`config.mk`:
```
export PLATFORM = sky130hd
export DESIGN_NAME = priority_mutex_wait_queue_top
export DESIGN_NICKNAME = d
export VERILOG_FILES = /design/src/rtl/core/pmwq_pkg.sv /design/src/rtl/core/pmwq_queue.sv /design/src/rtl/core/priority_mutex_wait_queue_top.sv
export SDC_FILE = /design/constraint.sdc
export NUM_CORES = 1
export LEC_CHECK = 0
export BUFFER_PORTS_ARGS = -buffer_cell sky130_fd_sc_hd__buf_2
export CAP_MARGIN = 20
export CELL_PAD_IN_SITES_DETAIL_PLACEMENT = 0
export CELL_PAD_IN_SITES_GLOBAL_PLACEMENT = 1
export CORE_MARGIN = 8
export CORE_UTILIZATION = 34
export CTS_BUF_LIST = sky130_fd_sc_hd__clkbuf_16
export CTS_CLUSTER_DIAMETER = 80
export CTS_CLUSTER_SIZE = 28
export DETAILED_ROUTE_END_ITERATION = 6
export PLACE_DENSITY = 0.71
export SLEW_MARGIN = 10
export SYNTH_ARGS = -nofsm -noshare
export SYNTH_HDL_FRONTEND = slang
export SYNTH_SLANG_ARGS = --single-unit
export TNS_END_PERCENT = 10
```
`constraint.sdc`:
```
create_clock -name clk -period 2.9 [get_ports clk]
set_input_delay 0.58 -clock clk [delete_from_list [all_inputs] [get_ports clk]]
set_output_delay 0.58 -clock clk [all_outputs]
set_load 0.03 [all_outputs]
```
`src/rtl/core/pmwq_pkg.sv`:
```
// ----------------------------------------------------------------------------
// pmwq_pkg: shared types and constants for the priority mutex wait queue
// Request codes, FSM states and the control/status bundles that pass
// between the sequencer and the wait-list store.
// ----------------------------------------------------------------------------
package pmwq_pkg;

	// Fixed field widths of the stream payload
	localparam int ID_W   = 3;
	localparam int PRIO_W = 3;

	// Default sizing
	localparam int DEF_MAX_TASKS       = 8;
	localparam int DEF_PRIORITY_LEVELS = 6;

	// Packed beat widths (whole bytes)
	localparam int S_DATA_W = 8;
	localparam int M_DATA_W = 16;

	// Request codes
	localparam logic OP_ACQUIRE = 1'b0;
	localparam logic OP_RELEASE = 1'b1;

	// Sequencer states
	typedef enum logic [1:0] {
		S_IDLE,
		S_EXEC,
		S_DRAIN
	} pmwq_state_t;

	// Commands to the wait-list store
	typedef struct packed {
		logic push;
		logic pop;
	} q_cmd_t;

	// Status from the wait-list store
	typedef struct packed {
		logic any_waiting;
		logic id_waiting;
		logic pop_last;
	} q_stat_t;

endpackage

```
`src/rtl/core/pmwq_queue.sv`:
```
// ----------------------------------------------------------------------------
// pmwq_queue: per-level FIFO wait lists
// Linked lists of waiting tasks, one per priority level, with a bitmap of
// non-empty levels and a waiting set. One push or one pop per cycle; a pop
// always takes the head of the highest non-empty level.
// ----------------------------------------------------------------------------
module pmwq_queue import pmwq_pkg::*; #(
	parameter int MAX_TASKS       = DEF_MAX_TASKS,
	parameter int PRIORITY_LEVELS = DEF_PRIORITY_LEVELS,
	localparam int TW = $clog2(MAX_TASKS),
	localparam int LW = $clog2(PRIORITY_LEVELS)
) (
	input  logic          clk,
	input  logic          arst_n,
	input  q_cmd_t        cmd,
	input  logic [LW-1:0] push_lvl,
	input  logic [TW-1:0] push_id,
	input  logic [TW-1:0] query_id,
	output logic [TW-1:0] pop_id,
	output q_stat_t       stat
);

	logic [PRIORITY_LEVELS-1:0] nonempty_q;
	logic [MAX_TASKS-1:0]       waiting_q;
	logic [TW-1:0]              head_q [PRIORITY_LEVELS];
	logic [TW-1:0]              tail_q [PRIORITY_LEVELS];
	logic [TW-1:0]              next_q [MAX_TASKS];

	logic [LW-1:0]              top_lv;
	logic [LW-1:0]              sel_lv;
	logic [TW-1:0]              head_rd;
	logic [TW-1:0]              tail_rd;
	logic                       hit_tail;
	logic [PRIORITY_LEVELS-1:0] clr_mask;
	logic [PRIORITY_LEVELS-1:0] lv_bit;

	// highest non-empty level
	always_comb begin
		top_lv = '0;
		for (int i = 0; i < PRIORITY_LEVELS; i++) begin
			if (nonempty_q[i]) begin
				top_lv = LW'(i);
			end
		end
	end

	// single shared list address: drain level on pop, request level otherwise
	assign sel_lv   = cmd.pop ? top_lv : push_lvl;
	assign head_rd  = head_q[sel_lv];
	assign tail_rd  = tail_q[sel_lv];
	assign hit_tail = (head_rd == tail_rd);
	assign lv_bit   = PRIORITY_LEVELS'(1) << sel_lv;
	assign clr_mask = hit_tail ? lv_bit : '0;

	assign pop_id           = head_rd;
	assign stat.any_waiting = |nonempty_q;
	assign stat.id_waiting  = waiting_q[query_id];
	assign stat.pop_last    = ((nonempty_q & ~clr_mask) == '0);

	// level bitmap and waiting set
	always_ff @(posedge clk or negedge arst_n) begin
		if (!arst_n) begin
			nonempty_q <= '0;
			waiting_q  <= '0;
		end else if (cmd.push) begin
			nonempty_q         <= nonempty_q | lv_bit;
			waiting_q[push_id] <= 1'b1;
		end else if (cmd.pop) begin
			nonempty_q         <= nonempty_q & ~clr_mask;
			waiting_q[head_rd] <= 1'b0;
		end
	end

	// list links, undefined until written
	always_ff @(posedge clk) begin
		if (cmd.push) begin
			if (nonempty_q[sel_lv]) begin
				next_q[tail_rd] <= push_id;
			end else begin
				head_q[sel_lv] <= push_id;
			end
			tail_q[sel_lv] <= push_id;
		end else if (cmd.pop && !hit_tail) begin
			head_q[sel_lv] <= next_q[head_rd];
		end
	end

endmodule

```
`src/rtl/core/priority_mutex_wait_queue_top.sv`:
```
// Each request beat is registered, decoded in S_EXEC and its result put in the output
// register; a new request waits until the last one is done. A release with waiters
// wakes them in S_DRAIN, one beat per cycle from the shared list port unless stalled.
// Output back-pressure stalls the sequencer; one result stays in the output register.
// Reset: arst_n clears lock, inheritance, level bitmap and waiting set; list
// links need no clearing, so no sweep runs after reset.
// ----------------------------------------------------------------------------
// priority_mutex_wait_queue_top: priority-ordered mutex with inheritance
// Single lock with per-priority FIFO wait lists; a release by the owner
// wakes every waiter, highest level first and FIFO within a level.
// ----------------------------------------------------------------------------
module priority_mutex_wait_queue_top import pmwq_pkg::*; #(
	parameter int MAX_TASKS       = DEF_MAX_TASKS,
	parameter int PRIORITY_LEVELS = DEF_PRIORITY_LEVELS
) (
	input  logic                clk,
	input  logic                arst_n,
	input  logic                s_tvalid,
	output logic                s_tready,
	input  logic [S_DATA_W-1:0] s_tdata,  // task_id[2:0], task_priority[5:3]
	input  logic                s_tuser,  // operation[0]
	output logic                m_tvalid,
	input  logic                m_tready,
	// success[0], queued[1], woken_valid[2], woken_task[5:3],
	// inherit_active[6], inherit_prio[9:7]
	output logic [M_DATA_W-1:0] m_tdata,
	output logic                m_tlast
);

	localparam int TW = $clog2(MAX_TASKS);
	localparam int LW = $clog2(PRIORITY_LEVELS);

	pmwq_state_t state_q, state_nxt;

	// request registers
	logic              op_q;
	logic [ID_W-1:0]   id_q;
	logic [PRIO_W-1:0] pr_q;
	logic [PRIO_W-1:0] pr_sat;

	// lock state
	logic              held_q;
	logic [ID_W-1:0]   owner_q;
	logic [PRIO_W-1:0] owner_lvl_q;
	logic              inh_q;
	logic [PRIO_W-1:0] inh_lvl_q;

	// output register
	logic              m_tvalid_q;
	logic [9:0]        res_q;
	logic              last_q;

	// action decode
	logic              out_free;
	logic              res_load;
	logic [9:0]        res_d;
	logic              last_d;
	logic              id_bad;
	logic              grant;
	logic              refuse;
	logic              enqueue;
	logic              rel_ok;
	logic              inh_d;
	logic [PRIO_W-1:0] inh_lvl_d;
	logic              res_ok;
	logic              res_queued;
	logic              res_woken;
	logic [ID_W-1:0]   res_task;

	q_cmd_t            q_cmd;
	q_stat_t           q_stat;
	logic [TW-1:0]     pop_id;

	assign s_tready = (state_q == S_IDLE);
	assign m_tvalid = m_tvalid_q;
	assign m_tdata  = {6'd0, res_q};
	assign m_tlast  = last_q;
	assign out_free = !m_tvalid_q || m_tready;

	// priority saturation at the top level
	always_comb begin
		if (int'(s_tdata[5:3]) > PRIORITY_LEVELS - 1) begin
			pr_sat = PRIO_W'(PRIORITY_LEVELS - 1);
		end else begin
			pr_sat = s_tdata[5:3];
		end
	end

	// capture request beat
	always_ff @(posedge clk) begin
		if (s_tvalid && s_tready) begin
			op_q <= s_tuser;
			id_q <= s_tdata[2:0];
			pr_q <= pr_sat;
		end
	end

	// request classification
	assign id_bad  = (int'(id_q) >= MAX_TASKS);
	assign grant   = !id_bad && (op_q == OP_ACQUIRE) && !held_q;
	assign refuse  = id_bad
		|| ((op_q == OP_ACQUIRE) && held_q && ((id_q == owner_q) || q_stat.id_waiting))
		|| ((op_q == OP_RELEASE) && (!held_q || (id_q != owner_q)));
	assign enqueue = (op_q == OP_ACQUIRE) && held_q && !refuse;
	assign rel_ok  = (op_q == OP_RELEASE) && !refuse;

	// inheritance after an enqueue
	always_comb begin
		inh_d     = inh_q;
		inh_lvl_d = inh_lvl_q;
		if (enqueue && (pr_q > owner_lvl_q) && (!inh_q || (pr_q > inh_lvl_q))) begin
			inh_d     = 1'b1;
			inh_lvl_d = pr_q;
		end
	end

	// next state
	always_comb begin
		state_nxt = state_q;
		unique case (state_q)
			S_IDLE: begin
				if (s_tvalid) begin
					state_nxt = S_EXEC;
				end
			end
			S_EXEC: begin
				if (out_free) begin
					if (rel_ok && q_stat.any_waiting) begin
						state_nxt = S_DRAIN;
					end else begin
						state_nxt = S_IDLE;
					end
				end
			end
			S_DRAIN: begin
				if (out_free && q_stat.pop_last) begin
					state_nxt = S_IDLE;
				end
			end
			default: state_nxt = S_IDLE;
		endcase
	end

	// outputs of the sequencer: result beat and list commands
	always_comb begin
		res_load   = 1'b0;
		res_ok     = 1'b0;
		res_queued = 1'b0;
		res_woken  = 1'b0;
		res_task   = '0;
		last_d     = 1'b1;
		q_cmd      = '0;
		res_d      = '0;
		unique case (state_q)
			S_EXEC: begin
				if (out_free) begin
					q_cmd.push = enqueue;
					res_load   = !(rel_ok && q_stat.any_waiting);
					res_ok     = grant || rel_ok;
					res_queued = enqueue;
				end
			end
			S_DRAIN: begin
				if (out_free) begin
					q_cmd.pop = 1'b1;
					res_load  = 1'b1;
					res_ok    = 1'b1;
					res_woken = 1'b1;
					res_task  = ID_W'(pop_id);
					last_d    = q_stat.pop_last;
				end
			end
			default: begin
			end
		endcase
		res_d = {inh_d ? inh_lvl_d : {PRIO_W{1'b0}}, inh_d, res_task,
			res_woken, res_queued, res_ok};
	end

	// sequencer and lock state
	always_ff @(posedge clk or negedge arst_n) begin
		if (!arst_n) begin
			state_q     <= S_IDLE;
			held_q      <= 1'b0;
			owner_q     <= '0;
			owner_lvl_q <= '0;
			inh_q       <= 1'b0;
			inh_lvl_q   <= '0;
		end else begin
			state_q <= state_nxt;
			if (state_q == S_EXEC && out_free) begin
				if (grant) begin
					held_q      <= 1'b1;
					owner_q     <= id_q;
					owner_lvl_q <= pr_q;
				end else if (rel_ok) begin
					held_q      <= 1'b0;
					owner_q     <= '0;
					owner_lvl_q <= '0;
				end
				inh_q     <= rel_ok ? 1'b0 : inh_d;
				inh_lvl_q <= rel_ok ? '0 : inh_lvl_d;
			end
		end
	end

	// result beat valid
	always_ff @(posedge clk or negedge arst_n) begin
		if (!arst_n) begin
			m_tvalid_q <= 1'b0;
		end else if (res_load) begin
			m_tvalid_q <= 1'b1;
		end else if (m_tready) begin
			m_tvalid_q <= 1'b0;
		end
	end

	// result beat payload
	always_ff @(posedge clk) begin
		if (res_load) begin
			res_q  <= res_d;
			last_q <= last_d;
		end
	end

	pmwq_queue #(
		.MAX_TASKS       (MAX_TASKS),
		.PRIORITY_LEVELS (PRIORITY_LEVELS)
	) u_queue (
		.clk      (clk),
		.arst_n   (arst_n),
		.cmd      (q_cmd),
		.push_lvl (LW'(pr_q)),
		.push_id  (TW'(id_q)),
		.query_id (TW'(id_q)),
		.pop_id   (pop_id),
		.stat     (q_stat)
	);

	// draining only happens with waiters present
	a_drain_nonempty: assert property (@(posedge clk) disable iff (!arst_n)
		(state_q == S_DRAIN) |-> q_stat.any_waiting)
		else $error("drain state with empty wait lists");

	// a free lock has no waiters outside a drain
	a_free_no_waiters: assert property (@(posedge clk) disable iff (!arst_n)
		(!held_q && state_q != S_DRAIN) |-> !q_stat.any_waiting)
		else $error("waiters present on a free lock");

	// inheritance only on a held lock and above the owner level
	a_inherit_valid: assert property (@(posedge clk) disable iff (!arst_n)
		inh_q |-> (held_q && (inh_lvl_q > owner_lvl_q)))
		else $error("inconsistent priority inheritance");

endmodule
```
# Word-level counts from Yosys, hierarchy flattened
# Memories as Yosys holds them, arrays and structs flattened.
# Cells that the tools add are included.
[word_totals]
regBits = 46
mem_bits_rw = 60
input_bits = 13
memories = 3
[op_classes]
magnitude_cmp = 8
n_eq_ne = 8
shifts = 1
muxes = 55
bitwise = 8
n_reduce_logical = 36
[memory_table]
columns = ["name", "depth", "word_bits", "rd", "rd_ports_with_merged_regs", "write_ports", "line_no", "source"]
rows = [
  ["u_queue.next_q", 8, 3, 1, 0, 1, "pmwq_queue.sv:27", "logic [TW-1:0] next_q [MAX_TASKS];"],
  ["u_queue.head_q", 6, 3, 1, 0, 1, "pmwq_queue.sv:25", "logic [TW-1:0] head_q [PRIORITY_LEVELS];"],
  ["u_queue.tail_q", 6, 3, 1, 0, 1, "pmwq_queue.sv:26", "logic [TW-1:0] tail_q [PRIORITY_LEVELS];"],
]
[ops]
columns = ["op", "count"]
rows = [
  ["$mux W3", 11],
  ["$mux W1", 28],
  ["$mux W6", 3],
  ["$mux W8", 2],
  ["$logic_and A1 B1 Y1", 15],
  ["$lt A3 B4 Y1 const B", 3],
  ["$and A8 B8 Y8", 1],
  ["$mux W2", 4],
  ["$not A8 Y8", 1],
  ["$or A8 B8 Y8", 1],
  ["$and A6 B6 Y6", 1],
  ["$bmux W1 S3", 2],
  ["$demux W1 S3", 2],
  ["$eq A3 B3 Y1", 2],
  ["$ge A3 B1 Y1 const B", 2],
  ["$gt A3 B3 Y1", 2],
  ["$logic_not A1 Y1", 6],
  ["$logic_not A6 Y1", 1],
  ["$logic_or A1 B1 Y1", 6],
  ["$ne A2 B2 Y1 const B", 3],
  ["$not A6 Y6", 1],
  ["$or A6 B6 Y6", 1],
  ["$pmux W2 S3", 1],
  ["$reduce_bool A2 Y1", 3],
  ["12 further kinds", 14],
]

# Longest topological paths before layout
# Gate-level depths: netlist of the first run.
# An unclocked memory read counts as a cell.
[depth]
word_depth = 15
ltp_mapped = 15
mapped_depth_nobuf = 12

# Hierarchy
# Synthesis of the first run repeated with hierarchy kept, for this count alone.
[hier_totals]
cells_unflattened = 442
area_unflattened_um2 = 5365.1
[modules_own_cells]
columns = ["module", "instances", "cells_each", "area_per_inst_um2", "seq_area_each_um2"]
rows = [
  ["pmwq_queue", 1, 306, 3786.1, 2152.1],
  ["priority_mutex_wait_queue_top", 1, 136, 1579.0, 890.9],
]

# Worst setup path after synthesis of the first run
# No wires, ideal clock.
[synth_timing]
path_kind = "flip-flop to flip-flop"
startpoint = "register m_tvalid_q (netlist: m_tvalid)"
endpoint = "memory u_queue.head_q[0][2] in the netlist's numbering (data pin)"
t_arrival_ps = 2769
t_required_ps = 2630
setup_slack_ps = -139
path_stages_with_launch = 10
n_path_buf = 0
cell_sequence = "dfrtp_1 nor2b_1 or3_4 a2bb2oi_4 mux2_2 mux2i_2 mux2_2 a21oi_1 o21ai_0 a31o_1"
[synth_between]
elab_chain_cells = 13
elab_cells_between_ends = 17
[synth_rtl]
columns = ["item", "line_no", "source"]
rows = [
  ["start, declared", "priority_mutex_wait_queue_top.sv:49", "logic m_tvalid_q;"],
  ["start signal, assigned", "priority_mutex_wait_queue_top.sv:210", "m_tvalid_q <= 1'b0;"],
  ["start signal, assigned", "priority_mutex_wait_queue_top.sv:212", "m_tvalid_q <= 1'b1;"],
  ["start signal, assigned", "priority_mutex_wait_queue_top.sv:214", "m_tvalid_q <= 1'b0;"],
  ["$logic_not A1 Y1 *", "priority_mutex_wait_queue_top.sv:78", "assign out_free = !m_tvalid_q || m_tready;"],
  ["$logic_or A1 B1 Y1 *", "priority_mutex_wait_queue_top.sv:78", ""],
  ["$mux W1", "priority_mutex_wait_queue_top.sv:164", "if (out_free) begin"],
  ["$mux W1", "--", ""],
  ["$mux W3", "pmwq_queue.sv:48", "assign sel_lv = cmd.pop ? top_lv : push_lvl;"],
  ["$mem_v2 Z6 W3 (on tied branches)", "--", ""],
  ["$eq A3 B3 Y1", "pmwq_queue.sv:51", "assign hit_tail = (head_rd == tail_rd);"],
  ["$logic_not A1 Y1", "pmwq_queue.sv:83", "end else if (cmd.pop && !hit_tail) begin"],
  ["$logic_and A1 B1 Y1", "pmwq_queue.sv:83", ""],
  ["$mux W1", "pmwq_queue.sv:83", ""],
  ["$mux W1", "pmwq_queue.sv:76", "if (cmd.push) begin"],
  ["$mux W1 (implied by the code)", "pmwq_queue.sv:84", "head_q[sel_lv] <= next_q[head_rd];"],
  ["$mux W3 (no source line) *", "--", ""],
  ["end, declared", "pmwq_queue.sv:25", ""],
]
# Every way passes the cells marked *; elsewhere a longest branch is shown, timed or not.

# Worst setup path after layout of the first run
[layout_timing]
startpoint = "register state_q[0]"
endpoint = "memory u_queue.head_q[2][2] in the netlist's numbering (data pin)"
[layout_between]
elab_chain_cells = 11
elab_cells_between_ends = 15
[layout_rtl]
columns = ["item", "line_no", "source"]
rows = [
  ["start, declared", "priority_mutex_wait_queue_top.sv:33", "pmwq_state_t state_q, state_nxt;"],
  ["start signal, assigned", "priority_mutex_wait_queue_top.sv:190", "state_q <= state_nxt;"],
  ["$eq A2 B2 Y1", "priority_mutex_wait_queue_top.sv:154", "unique case (state_q)"],
  ["$mux W1", "--", ""],
  ["$mux W3", "pmwq_queue.sv:48", ""],
  ["$mem_v2 Z6 W3 (on tied branches)", "--", ""],
  ["$eq A3 B3 Y1", "pmwq_queue.sv:51", ""],
  ["$logic_not A1 Y1", "pmwq_queue.sv:83", ""],
  ["$logic_and A1 B1 Y1", "pmwq_queue.sv:83", ""],
  ["$mux W1", "pmwq_queue.sv:83", ""],
  ["$mux W1", "pmwq_queue.sv:76", ""],
  ["$mux W1 (implied by the code)", "pmwq_queue.sv:84", ""],
  ["$mux W3 (no source line) *", "--", ""],
]
# Marks and branches as above.

==> metrics.md, run 1 <==
| Metric | Value |
|---|---|
| Vias in the first global route | `4187` |
| Layout Nets | `around 580` |
| Area post-placement | `approximately 0.0064 sq mm` |
| Vias | `between 3000 and 4000` |
| Worst Hold Class | `in -> async` |
| Slew headroom | `~52%` |
| DR iter-0 viols | `203` |
| Final setup margin | `-68.2 ps` |
| WL/cell | `~18 microns` |
| Commonest non-fill, non-tap cell in the layout | `buf_4` |
| YS warnings | `0` |
| CP startpoint kind | `flop` |
| Drt pass-1 iters | `4` |
| EDFF count, synth | `78` |
| Violated checks | `setup timing` |
| Worst R2R Start | `state_q[0]` |
| Cell row count | `46` |
| Initial Util | `34.4%` |
| Critical path peak fanout | `8` |
| Power Internal | `3.76 mW` |
| CP bufs+invs | `2` |
| CP cell instances | `inv_2, ha_4, inv_2, or3_4, a2bb2oi_4, mux2_4, a21o_4, a221oi_2, nor2_1, nand4b_1, a31o_4` |
| Fin crit period | `~3000 ps` |
| Reg2reg path depth | `11` |
| First-pass GRT wire length | `22.5 mm` |
| H-tree depth | `3` |
| CTS Buffer Depth | `2` |
| Clk pwr share | `20.3%` |
| Final Hold Violating Endpoints | `0` |
| Dpl hpwl | `10.5 mm` |
| Post-synthesis cell area | `around 0.0054 sq mm` |
| Overflow left after global routing | `0` |
| Slew of the pin with the lowest slew margin | `726 ps` |
| Post-DR vias/cell | `just over 5` |
| Combinational fraction of design power | `43.1%` |
| CTS root buf | `clkbuf_16` |
| Slowest stage delay, CP | `between 300 and 400 ps` |
| Chip width | `between 100 and 150 microns` |
| Synth cell types | `68` |
| GPL Wtd Cong | `around 0.85` |
| Die H | `approximately 140 microns` |
| Layout area overhead | `27.9%` |
| Leak | `2.70 nW` |
| CTS tree | `built` |
| Unrepaired setup endpoints after global routing | `true` |
| Worst path required time | `about 3000 ps` |
| Max Cap Viol | `0` |
| Dpl ws | `-441 ps` |
| CP endpoint kind | `flop` |
| Utilization after layout | `roughly 44%` |
| Final period util | `102%` |
| Filler Cells Inserted | `about 1500` |
| Largest net degree at the start of global routing | `29` |
| Total power | `roughly 5.9 mW` |
| Post-Syn Instances | `about 460` |
| I/O Buffers | `23` |
| Sequential cell area fraction in the yosys report | `about 57%` |
| Syn avg cell area | `between 10 and 15 sq um` |
| CORE AREA | `0.0157 sq mm` |
| Clk slew on worst S/H paths | `70 ps` |
| CTS Buf Count | `9` |
| Flop pwr share | `between 30% and 40%` |
| Skew final | `between 10 and 15 ps` |
| Post-route DRC | `0` |
| Most frequent cells in the layout | `buf_4, edfxtp_1, nor2_1, nand3_1, dfrtp_1` |
| Post-route ant nets | `0` |
| Ratio of cells with drive above 1 in the final layout | `between 30% and 40%` |
| Status | `finished, violations left` |
| FFs w/ async S/R, synth | `approximately a quarter` |
| Worst r2r dst | `u_queue.head_q[2][2]` |
| Setup violators final | `43` |
| Reg2reg setup slack | `-70 ps` |
| Master of the slowest instance on the critical path | `dfrtp_1` |
| Cell area after layout | `about 0.007 sq mm` |
| Total GRT Usage | `between 10% and 20%` |
| Worst VDD drop | `between 300 and 400 uV` |
| Diodes inserted | `0` |
| Max Freq | `337 MHz` |
| Top FF cell, synth | `edfxtp_1` |
| Crit path kind | `reg -> reg` |
| Sw frac | `36.3%` |
| #FFs+latches synth | `106` |
| Max-slew violation count | `0` |
| Clock Sinks | `about 110` |
| PwrDens | `roughly 860 mW/mm^2` |
| CP dominant cell by count | `inv_2` |
| P_sw | `about 2.1 mW` |
| Initial antenna violation count | `0` |
| Io pins | `32` |
| Die ar. | `0.0201 sq mm` |
| Worst-Skew Late Latency | `~350 ps` |
| Final wirelength | `around 14 mm` |
| Hold_ws | `roughly 280 ps` |
| CP arrival | `3060 ps` |
| Critical path's top delay family | `compound AO/OA/AOI/OAI gates` |
==> cells in the mapped netlist (2+ instances only) <==
master,count,area [sq um]
ha_1,9,113
mux2_1,5,56.3
edfxtp_1,78,2340
xnor2_1,8,70.1
a31o_1,4,35.0
nor2b_1,8,50.1
and3_1,7,43.8
mux2_2,4,45.0
o21ai_1,5,25.0
o311ai_0,2,17.5
a22o_1,9,78.8
nand4b_1,3,26.3
nor2_1,47,176
nand2_1,26,97.6
a31oi_1,6,37.5
nor3_1,6,30.0
a21oi_1,21,105
nor4b_1,2,17.5
dfrtp_1,28,701
nand2b_1,2,12.5
inv_2,2,7.51
xor2_1,7,61.3
o21ai_0,9,45.0
a221oi_1,13,114
nand3b_1,2,15.0
o21a_1,3,22.5
buf_2,9,45.0
clkbuf_1,9,33.8
buf_6,2,22.5
a21o_1,12,90.1
nand3_1,31,155
o22ai_1,3,18.8
inv_1,15,56.3
o211ai_1,3,22.5
buf_4,9,67.6
a21boi_0,2,15.0
and2_1,6,37.5
mux2i_1,11,110
or3_1,7,43.8
==> worst reg2reg max path: cells and delay by family (launching register included) <==
kind,cells,cell delay (ps)
adder cells (fa/ha/maj),1,140
multiplexers,1,350
AND/OR/NAND/NOR,3,640
buffers and inverters,2,130
AO/OA/AOI/OAI,4,1060
flip-flops,1,390
==> state kept, by name, summed over array words and instances, names as in the netlist, 2 cells and up <==
name / cells
u_queue.next_q: 24
u_queue.head_q: 18
u_queue.tail_q: 18
res_q: 10
u_queue.waiting_q: 8
u_queue.nonempty_q: 6
id_q: 3
inh_lvl_q: 3
owner_lvl_q: 3
owner_q: 3
pr_q: 3
state_q: 2
==> repair_timing <==
action | 4_1_cts | 5_1_grt
gates cloned | 0 | 0
endpoints found under the setup margin | 66 | 71
resized for setup | 28 | 21
hold buffers | 0 | 0
setup buffers | 2 | 0
pin swaps | 18 | 6
==> metal layers <==
metal / vias to the layer above / track usage [%] / wire length [microns] / share of wire, %
met5: - / 0 / 0 / 0
met2: 69 / 24.9 / 6960 / 50
met3: 15 / 3.33 / 531 / 3.8
met4: 0 / 4.35 / 270 / 1.9
met1: 1965 / 17.4 / 6150 / 44
li1: 1911 / - / - / -
==> metrics by stage <==
stage | cells | setup TNS, ps
global route | 783 | -7200
finish | 783 | -1740
detailed placement | 765 | -23820
CTS | 783 | -1230
global placement | 765 | -21130
floorplan | 469 | -703
==> power groups by stage <==
stage / Clock, mW / Combinational (mW) / Sequential (mW)
floorplan: 0 / 1.38 / 2.25
global placement: 0 / 2.30 / 2.17
detailed placement: 0 / 2.36 / 2.18
CTS: 1.23 / 2.48 / 2.16
global route: 1.28 / 2.76 / 2.19
finish: 1.20 / 2.54 / 2.16
==> worst max-delay path by stage <==
stage	from	to	slack, ps	depth (start not counted)
CTS	state_q[0]	u_queue.head_q[2][2]	-90	11
detailed placement	m_tready	u_queue.head_q[1][2]	-440	11
global route	state_q[0]	state_q[1]	-200	13
floorplan	id_q[2]	u_queue.head_q[0][0]	-40	13
finish	state_q[0]	u_queue.head_q[2][2]	-70	11
global placement	m_tready	u_queue.next_q[2][1]	-360	13
==> kinds of logic after synthesis <==
family,count (synthesis),share of synthesized area [%]
adder cells (fa/ha/maj),9,2.09
AND/OR/NAND/NOR,157,14.6
AO/OA/AOI/OAI,106,15.0
other,1,0.0697
flip-flops,106,56.5
multiplexers,22,4.46
XOR/XNOR,16,2.74
buffers and inverters,47,4.49
==> area by class of cell <==
cell class                 instances  area (sq um)  share of cell area [%]
timing repair buffer             111           800                    11.6
sequential                       106          3040                    44.2
inverter                          18          72.6                    1.05
tap                              216           270                    3.92
multi-input combinational        316          2410                    35.0
clock inverter                     7          63.8                   0.927
clock buffer                       9           225                    3.27
No activity file was read; power rests on OpenSTA's default activity.
==> run 2, diff against run 1 <==
- ABC_AREA: unset -> 1
- BUFFER_PORTS_ARGS: -buffer_cell sky130_fd_sc_hd__buf_2 -> unset
- CELL_PAD_IN_SITES_DETAIL_PLACEMENT: 0 -> unset
- CELL_PAD_IN_SITES_GLOBAL_PLACEMENT: 1 -> unset
- DONT_BUFFER_PORTS: unset -> 1
- PLACE_DENSITY: 0.71 -> 0.6
==> run 2 against run 1 <==
Compared with the run above:
- the run now ends clean
- count of clock-buffer cells in the layout unchanged
- cell area is 2.2% lower
- via count rose by 5.7%
- non-clock buffer count decreased by 44
- largest power group is now registers
==> metrics.md, run 2 <==
| Metric | Value |
|---|---|
| CTS root buf | `clkbuf_16` |
| Die ar. | `0.0203 sq mm (+1.0%)` |
| CP startpoint kind | `flop` |
| Skew final | `12.4 ps (+0.363 ps)` |
| WL/cell | `15.6 microns (-12%)` |
| Slew headroom | `55.2% (+3.6 points)` |
| Worst R2R Start | `state_q[0]` |
| Unrepaired setup endpoints after global routing | `true` |
| Critical path peak fanout | `10 (+2)` |
| EDFF count, synth | `78 (unchanged)` |
| Synth area leaders | `edfxtp_1, dfrtp_1, nand2_1` |
| Leading area contributor after synthesis | `edfxtp_1` |
| Post-route ant nets | `0 (unchanged)` |
| Die H | `143 microns (+0.50%)` |
| Utilization after layout | `42.7% (-1.3 points)` |
| Final Hold Violating Endpoints | `0 (unchanged)` |
| Worst path required time | `3150 ps (+150 ps)` |
| Overflow left after global routing | `0 (unchanged)` |
| Post-DR vias/cell | `4.86 (-3.9%)` |
| YS warnings | `0 (unchanged)` |
| CP Capture Point | `state_q[1]` |
| Flop pwr share | `39.7% (+3.1 points)` |
| Wl on met1 | `6.26 mm (+1.7%)` |
| Top FF cell, synth | `edfxtp_1` |
| Hold_ws | `49.5 ps (-231 ps)` |
| FFs w/ async S/R, synth | `26.4% (unchanged)` |
| Max reg flops | `24 (unchanged)` |
| Ratio of cells with drive above 1 in the final layout | `25.9% (-8.5 points)` |
| Length of routed met3 wiring | `658 microns (+24%)` |
| DR iter-0 viols | `313 (+54%)` |
| Sw frac | `35.3% (-0.98 points)` |
| Most common cell in the synthesized netlist | `nand2_1` |
| Crit path kind | `reg -> reg` |
| Max-slew violation count | `0 (unchanged)` |
| Initial Util | `34.5% (+0.14 points)` |
| CORE AREA | `0.0158 sq mm (+0.74%)` |
| Post-synth top cells | `nand2_1, inv_1, edfxtp_1` |
| Largest net degree at the start of global routing | `29 (unchanged)` |
| Max Freq | `358 MHz (+6.2%)` |
| PwrDens | `786 mW/mm^2 (-8.2%)` |
| CP endpoint kind | `flop` |
| Clock Sinks | `106 (unchanged)` |
| Setup violators final | `0 (-100%)` |
| Reg2reg path depth | `24 (+13)` |
| Commonest non-fill, non-tap cell in the layout | `nand2_1` |
| CTS tree | `built` |
| Clk pwr share | `26.1% (+5.8 points)` |
| Synth cell types | `41 (-40%)` |
| CTS Buf Count | `9 (unchanged)` |
| Area of the multi-input gates | `0.00217 sq mm (-10%)` |
| Worst Setup SP | `state_q[0]` |
| Dpl hpwl | `9.84 mm (-6.1%)` |
| Sequential cell area fraction in the yosys report | `55.9% (-0.64 points)` |
| Final period util | `96.4% (-5.9 points)` |
| Layout area overhead | `23.7%` |
| Post-synthesis cell area | `0.00545 sq mm (+1.1%)` |
| Reg2reg setup slack | `100 ps (+170 ps)` |
| Register bank with the most flops | `u_queue.next_q` |
| Post-route DRC | `0 (unchanged)` |
| Yosys top cell area share | `43.0% (-0.49 points)` |
| Top layer in use | `met4` |
| Chip width | `143 microns (+0.50%)` |
| #FFs+latches synth | `106 (unchanged)` |
| Worst r2r dst | `state_q[1]` |
| Slew of the pin with the lowest slew margin | `665 ps (-61.2 ps)` |
| Largest regs | `u_queue.next_q (24), u_queue.head_q (18), u_queue.tail_q (18)` |
| Filler Cells Inserted | `1518 (+1.9%)` |
| Diodes inserted | `0 (unchanged)` |
| CTS Buffer Depth | `2 (unchanged)` |
| Layout Nets | `662 (+13%)` |
| Vias | `4186 (+5.7%)` |
| WL met2 | `6.31 mm (-9.3%)` |
| CP arrival | `3040 ps (-20 ps)` |
| H-tree depth | `3 (unchanged)` |
| Power Internal | `3.43 mW (-8.8%)` |
| Most frequent cells in the layout | `nand2_1, edfxtp_1, inv_1, nor2_1, buf_4` |
| Post-Syn Instances | `576 (+24%)` |
| Combinational fraction of design power | `34.3% (-8.8 points)` |
| Leak | `2.88 nW (+6.5%)` |
| Worst Hold Class | `in -> async` |
| Total GRT Usage | `13.7% (-0.64 points)` |
| Fin crit period | `2800 ps (-172 ps)` |
| Final wirelength | `13.4 mm (-3.6%)` |
| Worst-Skew Late Latency | `350 ps (about the same)` |
| Cell row count | `46 (unchanged)` |
| Drt pass-1 iters | `5 (+1)` |
| Max Cap Viol | `0 (unchanged)` |
| Worst VDD drop | `358 uV (+0.50%)` |
| P_sw | `1.87 mW (-13%)` |
| First-pass GRT wire length | `21.6 mm (-3.9%)` |
| Syn avg cell area | `9.45 sq um (-19%)` |
| Status | `finished, final reports clean` |
| GPL Wtd Cong | `0.870 (+2.6%)` |
| I/O Buffers | `0 (-100%)` |
| Seq. cell area | `0.00304 sq mm (unchanged)` |
| Initial antenna violation count | `0 (unchanged)` |
| Io pins | `32 (unchanged)` |
| Clk slew on worst S/H paths | `70 ps (about the same)` |
| Vias in the first global route | `4158 (-0.69%)` |
-- run 2: cell types whose count changed after synthesis, moves of 8 or more --
cell	before	now
o21ai_0	9	33
nand2_2	1	12
a21oi_1	21	6
nor2_1	47	69
inv_1	15	79
nor2b_1	8	0
a21o_1	12	1
nand3_1	31	23
mux2i_1	11	0
buf_2	9	1
o22ai_1	3	12
a221oi_1	13	0
nand2_1	26	124
-- run 2: cells by family after synthesis --
| family | count (synthesis) | synth area share [%] |
|---|---|---|
| xor gates and xnor gates | 3 | 0.483 |
| other | 1 | 0.0689 |
| and+or+nand+nor | 266 | 22.3 |
| DFF | 106 | 55.9 |
| buffers and inverters | 105 | 8.85 |
| adders and majority gates | 9 | 2.07 |
| AOI/OAI and AO/OA | 86 | 10.4 |
-- run 2: worst min-delay path by stage --
stage           start        endpoint  slack (ps)  depth (start not counted)
3_3_place_gp   arst_n    inh_lvl_q[0]         290                          0
6_report       arst_n  owner_lvl_q[2]          50                          1
2_1_floorplan  arst_n          held_q         280                          0
5_1_grt        arst_n      state_q[1]          40                          1
4_1_cts        arst_n      state_q[1]          40                          1
3_5_place_dp   arst_n           inh_q         290                          0
-- run 2: final cells by class --
type,instances,share of cell area (%)
Multi-Input combinational cell,372,32.2
Tap cell,216,4.01
Timing Repair Buffer,67,8.81
Clock inverter,7,1.62
Inverter,84,4.87
Sequential cell,106,45.2
Clock buffer,9,3.34
-- run 2: power by group through the flow --
stage	Clock (mW)	Sequential, mW	Combinational [mW]
2_1_floorplan	0	2.11	1.03
3_3_place_gp	0	2.12	1.57
3_5_place_dp	0	2.13	1.61
4_1_cts	1.40	2.10	1.68
5_1_grt	1.47	2.12	2.01
6_report	1.38	2.10	1.81
-- run 2: metal layers --
layer,GRT usage [%],vias up
li1,-,2041
met1,17.8,2019
met2,22.5,112
met3,2.82,14
met4,4.36,0
met5,0,-
-- run 2: worst max-delay path, stage by stage, from the launching register on --
cell and delay (ps):
dfrtp_1 390, inv_2 80, ha_4 160, nand2_8 80, buf_12 140, nand2_8 90
buf_4 130, nand2_4 90, nand2_1 80, nand2_1 50, nand2_1 60, nand2_2 80
a21oi_2 190, nand2_2 90, nand2_4 110, buf_6 100, nand4_1 70, nand2_1 110
nand2_1 70, nor2_2 140, nand3_2 100, nand2_2 100, nand2_2 60, nand2_2 60
nand2_1 40
-- run 2: timing repair --
| action | CTS | global route |
|---|---|---|
| buffers inserted | 1 | 9 |
| endpoints found under the hold margin | 28 | 0 |
| gates resized for setup | 22 | 41 |
| cloned | 2 | 0 |
| endpoints found under the setup margin | 38 | 59 |
| hold buffers | 1 | 0 |
| pin swaps | 4 | 21 |
-- run 2: per-stage QoR --
step / worst slack (ps) / cells / instance area, sq um / total power [mW] / setup TNS (ps)
final: 104 / 861 / 6730 / 5.30 / 0
after global routing: -135 / 861 / 6730 / 5.61 / -706
after CTS: -6.96 / 852 / 6520 / 5.18 / -51.7
after detailed placement: -166 / 832 / 6060 / 3.75 / -4550
after global placement: -68.9 / 832 / 6060 / 3.69 / -1930
after floorplan: 165 / 581 / 5460 / 3.13 / 0
==> run 3, diff against run 2 <==
- REMOVE_ABC_BUFFERS: unset -> 1
==> run 3 against run 2 <==
Compared with the run above:
- global-route usage fell by 0.40 points
- first-iteration DRC count is 8.0% lower
- critical path depth decreased by 5
- via count is 0.22% higher
- die area stayed put
- worst setup slack got worse by 38 ps
- flip-flop and latch count unchanged
- critical endpoint is now u_queue.head_q[5][2]
- largest power group unchanged
==> metrics.md, run 3 (same netlist as run 2, synthesis figures left out) <==
| Metric | Value |
|---|---|
| Status | `finished, final reports clean` |
| Cell row count | `46 (unchanged)` |
| Filler Cells Inserted | `1537 (+1.3%)` |
| CP endpoint kind | `flop` |
| P_sw | `1.86 mW (-0.75%)` |
| Flop pwr share | `41.3% (+1.6 points)` |
| Clk pwr share | `23.3% (-2.8 points)` |
| Grt met3 use | `2.58% (-0.23 points)` |
| DR iter-0 viols | `288 (-8.0%)` |
| Power Internal | `3.22 mW (-6.0%)` |
| Most frequent cells in the layout | `nand2_1, edfxtp_1, inv_1, buf_4, nor2_1` |
| Met1 GRT Util | `17.0% (-0.77 points)` |
| Combinational fraction of design power | `35.3% (+1.0 points)` |
| Final wirelength | `13.2 mm (-1.4%)` |
| Worst VDD drop | `365 uV (+2.2%)` |
| Final period util | `97.7% (+1.3 points)` |
| Dpl ws | `-174 ps (-8.11 ps)` |
| Slew of the pin with the lowest slew margin | `496 ps (-169 ps)` |
| Hold_ws | `37.5 ps (-12.0 ps)` |
| CP dominant cell by count | `buf_4` |
| Cell count after placement | `845 (+1.6%)` |
| Ratio of cells with drive above 1 in the final layout | `27.7% (+1.8 points)` |
| Clk slew on worst S/H paths | `70 ps (about the same)` |
| Utilization after layout | `42.5% (-0.17 points)` |
| Cell area after layout | `0.00671 sq mm (-0.39%)` |
| Leak | `2.87 nW (-0.33%)` |
| CTS Buf Count | `9 (unchanged)` |
| Final Hold Violating Endpoints | `0 (unchanged)` |
| Worst path required time | `3000 ps (-150 ps)` |
| Skew final | `7.74 ps (-4.64 ps)` |
| Gr busiest metal | `met2` |
| Total GRT Usage | `13.3% (-0.40 points)` |
| Worst Hold Class | `in -> async` |
| Io pins | `32 (unchanged)` |
| Post-route ant nets | `0 (unchanged)` |
| Initial Util | `34.5% (unchanged)` |
| CP startpoint kind | `flop` |
| Setup TNS | `0 ps (unchanged)` |
| Drt pass-1 iters | `5 (unchanged)` |
| Initial antenna violation count | `0 (unchanged)` |
| Max Cap Viol | `0 (unchanged)` |
| Vias | `4195 (+0.22%)` |
| Max-slew violation count | `0 (unchanged)` |
| Slew headroom | `66.6% (+11 points)` |
| Worst-Skew Late Latency | `360 ps (about the same)` |
| Unrepaired setup endpoints after global routing | `true` |
| Post-route DRC | `0 (unchanged)` |
| Largest net degree at the start of global routing | `29 (unchanged)` |
| H-tree depth | `3 (unchanged)` |
| Layout Nets | `671 (+1.4%)` |
| Die ar. | `0.0203 sq mm (unchanged)` |
| Fin crit period | `2830 ps (+38.4 ps)` |
| Post-DR vias/cell | `4.82 (-0.82%)` |
| CTS root buf | `clkbuf_16` |
| Total power | `5.07 mW (-4.2%)` |
| Final setup margin | `65.5 ps (-38.4 ps)` |
| CP bufs+invs | `6 (+2)` |
| Vias in the first global route | `4188 (+0.72%)` |
| GPL Wtd Cong | `0.884 (+1.6%)` |
| Clock Sinks | `106 (unchanged)` |
| Max reg flops | `24 (unchanged)` |
| CP arrival | `2930 ps (-110 ps)` |
| WL/cell | `15.2 microns (-2.4%)` |
| Overflow left after global routing | `0 (unchanged)` |
| Max Freq | `353 MHz (-1.4%)` |
| Critical path peak fanout | `7 (-3)` |
| First-pass GRT wire length | `21.4 mm (-1.1%)` |
| Layout area overhead | `23.2%` |
| Largest regs | `u_queue.next_q (24), u_queue.head_q (18), u_queue.tail_q (18)` |
| Setup violators final | `0 (unchanged)` |
| I/O Buffers | `0 (unchanged)` |
| Dpl hpwl | `9.87 mm (+0.29%)` |
| Chip width | `143 microns (unchanged)` |
| Routing usage on met2 | `22.1% (-0.40 points)` |
| Commonest non-fill, non-tap cell in the layout | `nand2_1` |
| CTS tree | `built` |
| Die H | `143 microns (unchanged)` |
| Master of the slowest instance on the critical path | `dfrtp_1` |
| Diodes inserted | `0 (unchanged)` |
| Crit path kind | `reg -> reg` |
| CTS Buffer Depth | `2 (unchanged)` |
| Slowest stage delay, CP | `390 ps (about the same)` |
| PwrDens | `756 mW/mm^2 (-3.8%)` |
| Register bank with the most flops | `u_queue.next_q` |
| Non-filler instance count after layout | `870 (+1.0%)` |
| CORE AREA | `0.0158 sq mm (unchanged)` |
| Critical path's top delay family | `simple AND/OR/NAND/NOR gates` |
| Area post-placement | `0.00611 sq mm (+0.78%)` |
| CP cell instances | `inv_2, ha_4, nand2_8, nor2_4, nand2_8, nand2_8, buf_4, o21ai_2, nor2_2, inv_1, nand2_2, buf_4, nor2_2, buf_4, o21ai_0, o22ai_1, nor3_1, a21oi_1, buf_4` |
| Sw frac | `36.6% (+1.3 points)` |
-- run 3: repair_timing --
item / in CTS / in global routing
hold endpoints to repair: 28 / 0
hold buffers: 1 / 0
endpoints found under the setup margin: 44 / 62
setup buffers: 0 / 6
gates resized for setup: 7 / 60
gates cloned: 1 / 1
pin swaps: 1 / 19
-- run 3: power by group through the flow --
stage | Clock [mW] | Sequential [mW] | Combinational (mW)
CTS | 1.20 | 2.10 | 1.66
floorplan | 0 | 2.12 | 0.964
global placement | 0 | 2.12 | 1.58
detailed placement | 0 | 2.13 | 1.63
finish | 1.18 | 2.10 | 1.79
global route | 1.26 | 2.12 | 1.99
-- run 3: layer usage --
layer / wire length (microns) / share of wire (%) / up-vias
li1: - / - / 2055
met5: 0 / 0 / -
met3: 498 / 3.8 / 18
met4: 233 / 1.8 / 0
met2: 6460 / 49 / 90
met1: 6040 / 46 / 2032
-- run 3: path summary, 6_finish.rpt --
path                                start                   end  slack [ps]  cells past startpoint
setup / recovery               state_q[0]  u_queue.head_q[5][2]          70                     19
hold / removal                     arst_n              m_tvalid          40                      1
setup reg to reg               state_q[0]  u_queue.head_q[5][2]          70                     19
hold reg to reg            owner_lvl_q[0]        owner_lvl_q[0]         520                      2
max in group asynchronous          arst_n          inh_lvl_q[0]        2680                      1
min in group clk               s_tdata[2]               id_q[2]         320                      0
-- run 3: layout make-up --
class                      count  area, sq um  share of cell area, %
sequential                   106         3040                   45.4
inverter                      84          328                   4.89
clock buffer                  10          250                   3.73
multi-input combinational    372         2160                   32.2
tap                          216          270                   4.03
clock inverter                 6         37.5                  0.560
timing repair buffer          76          622                   9.27
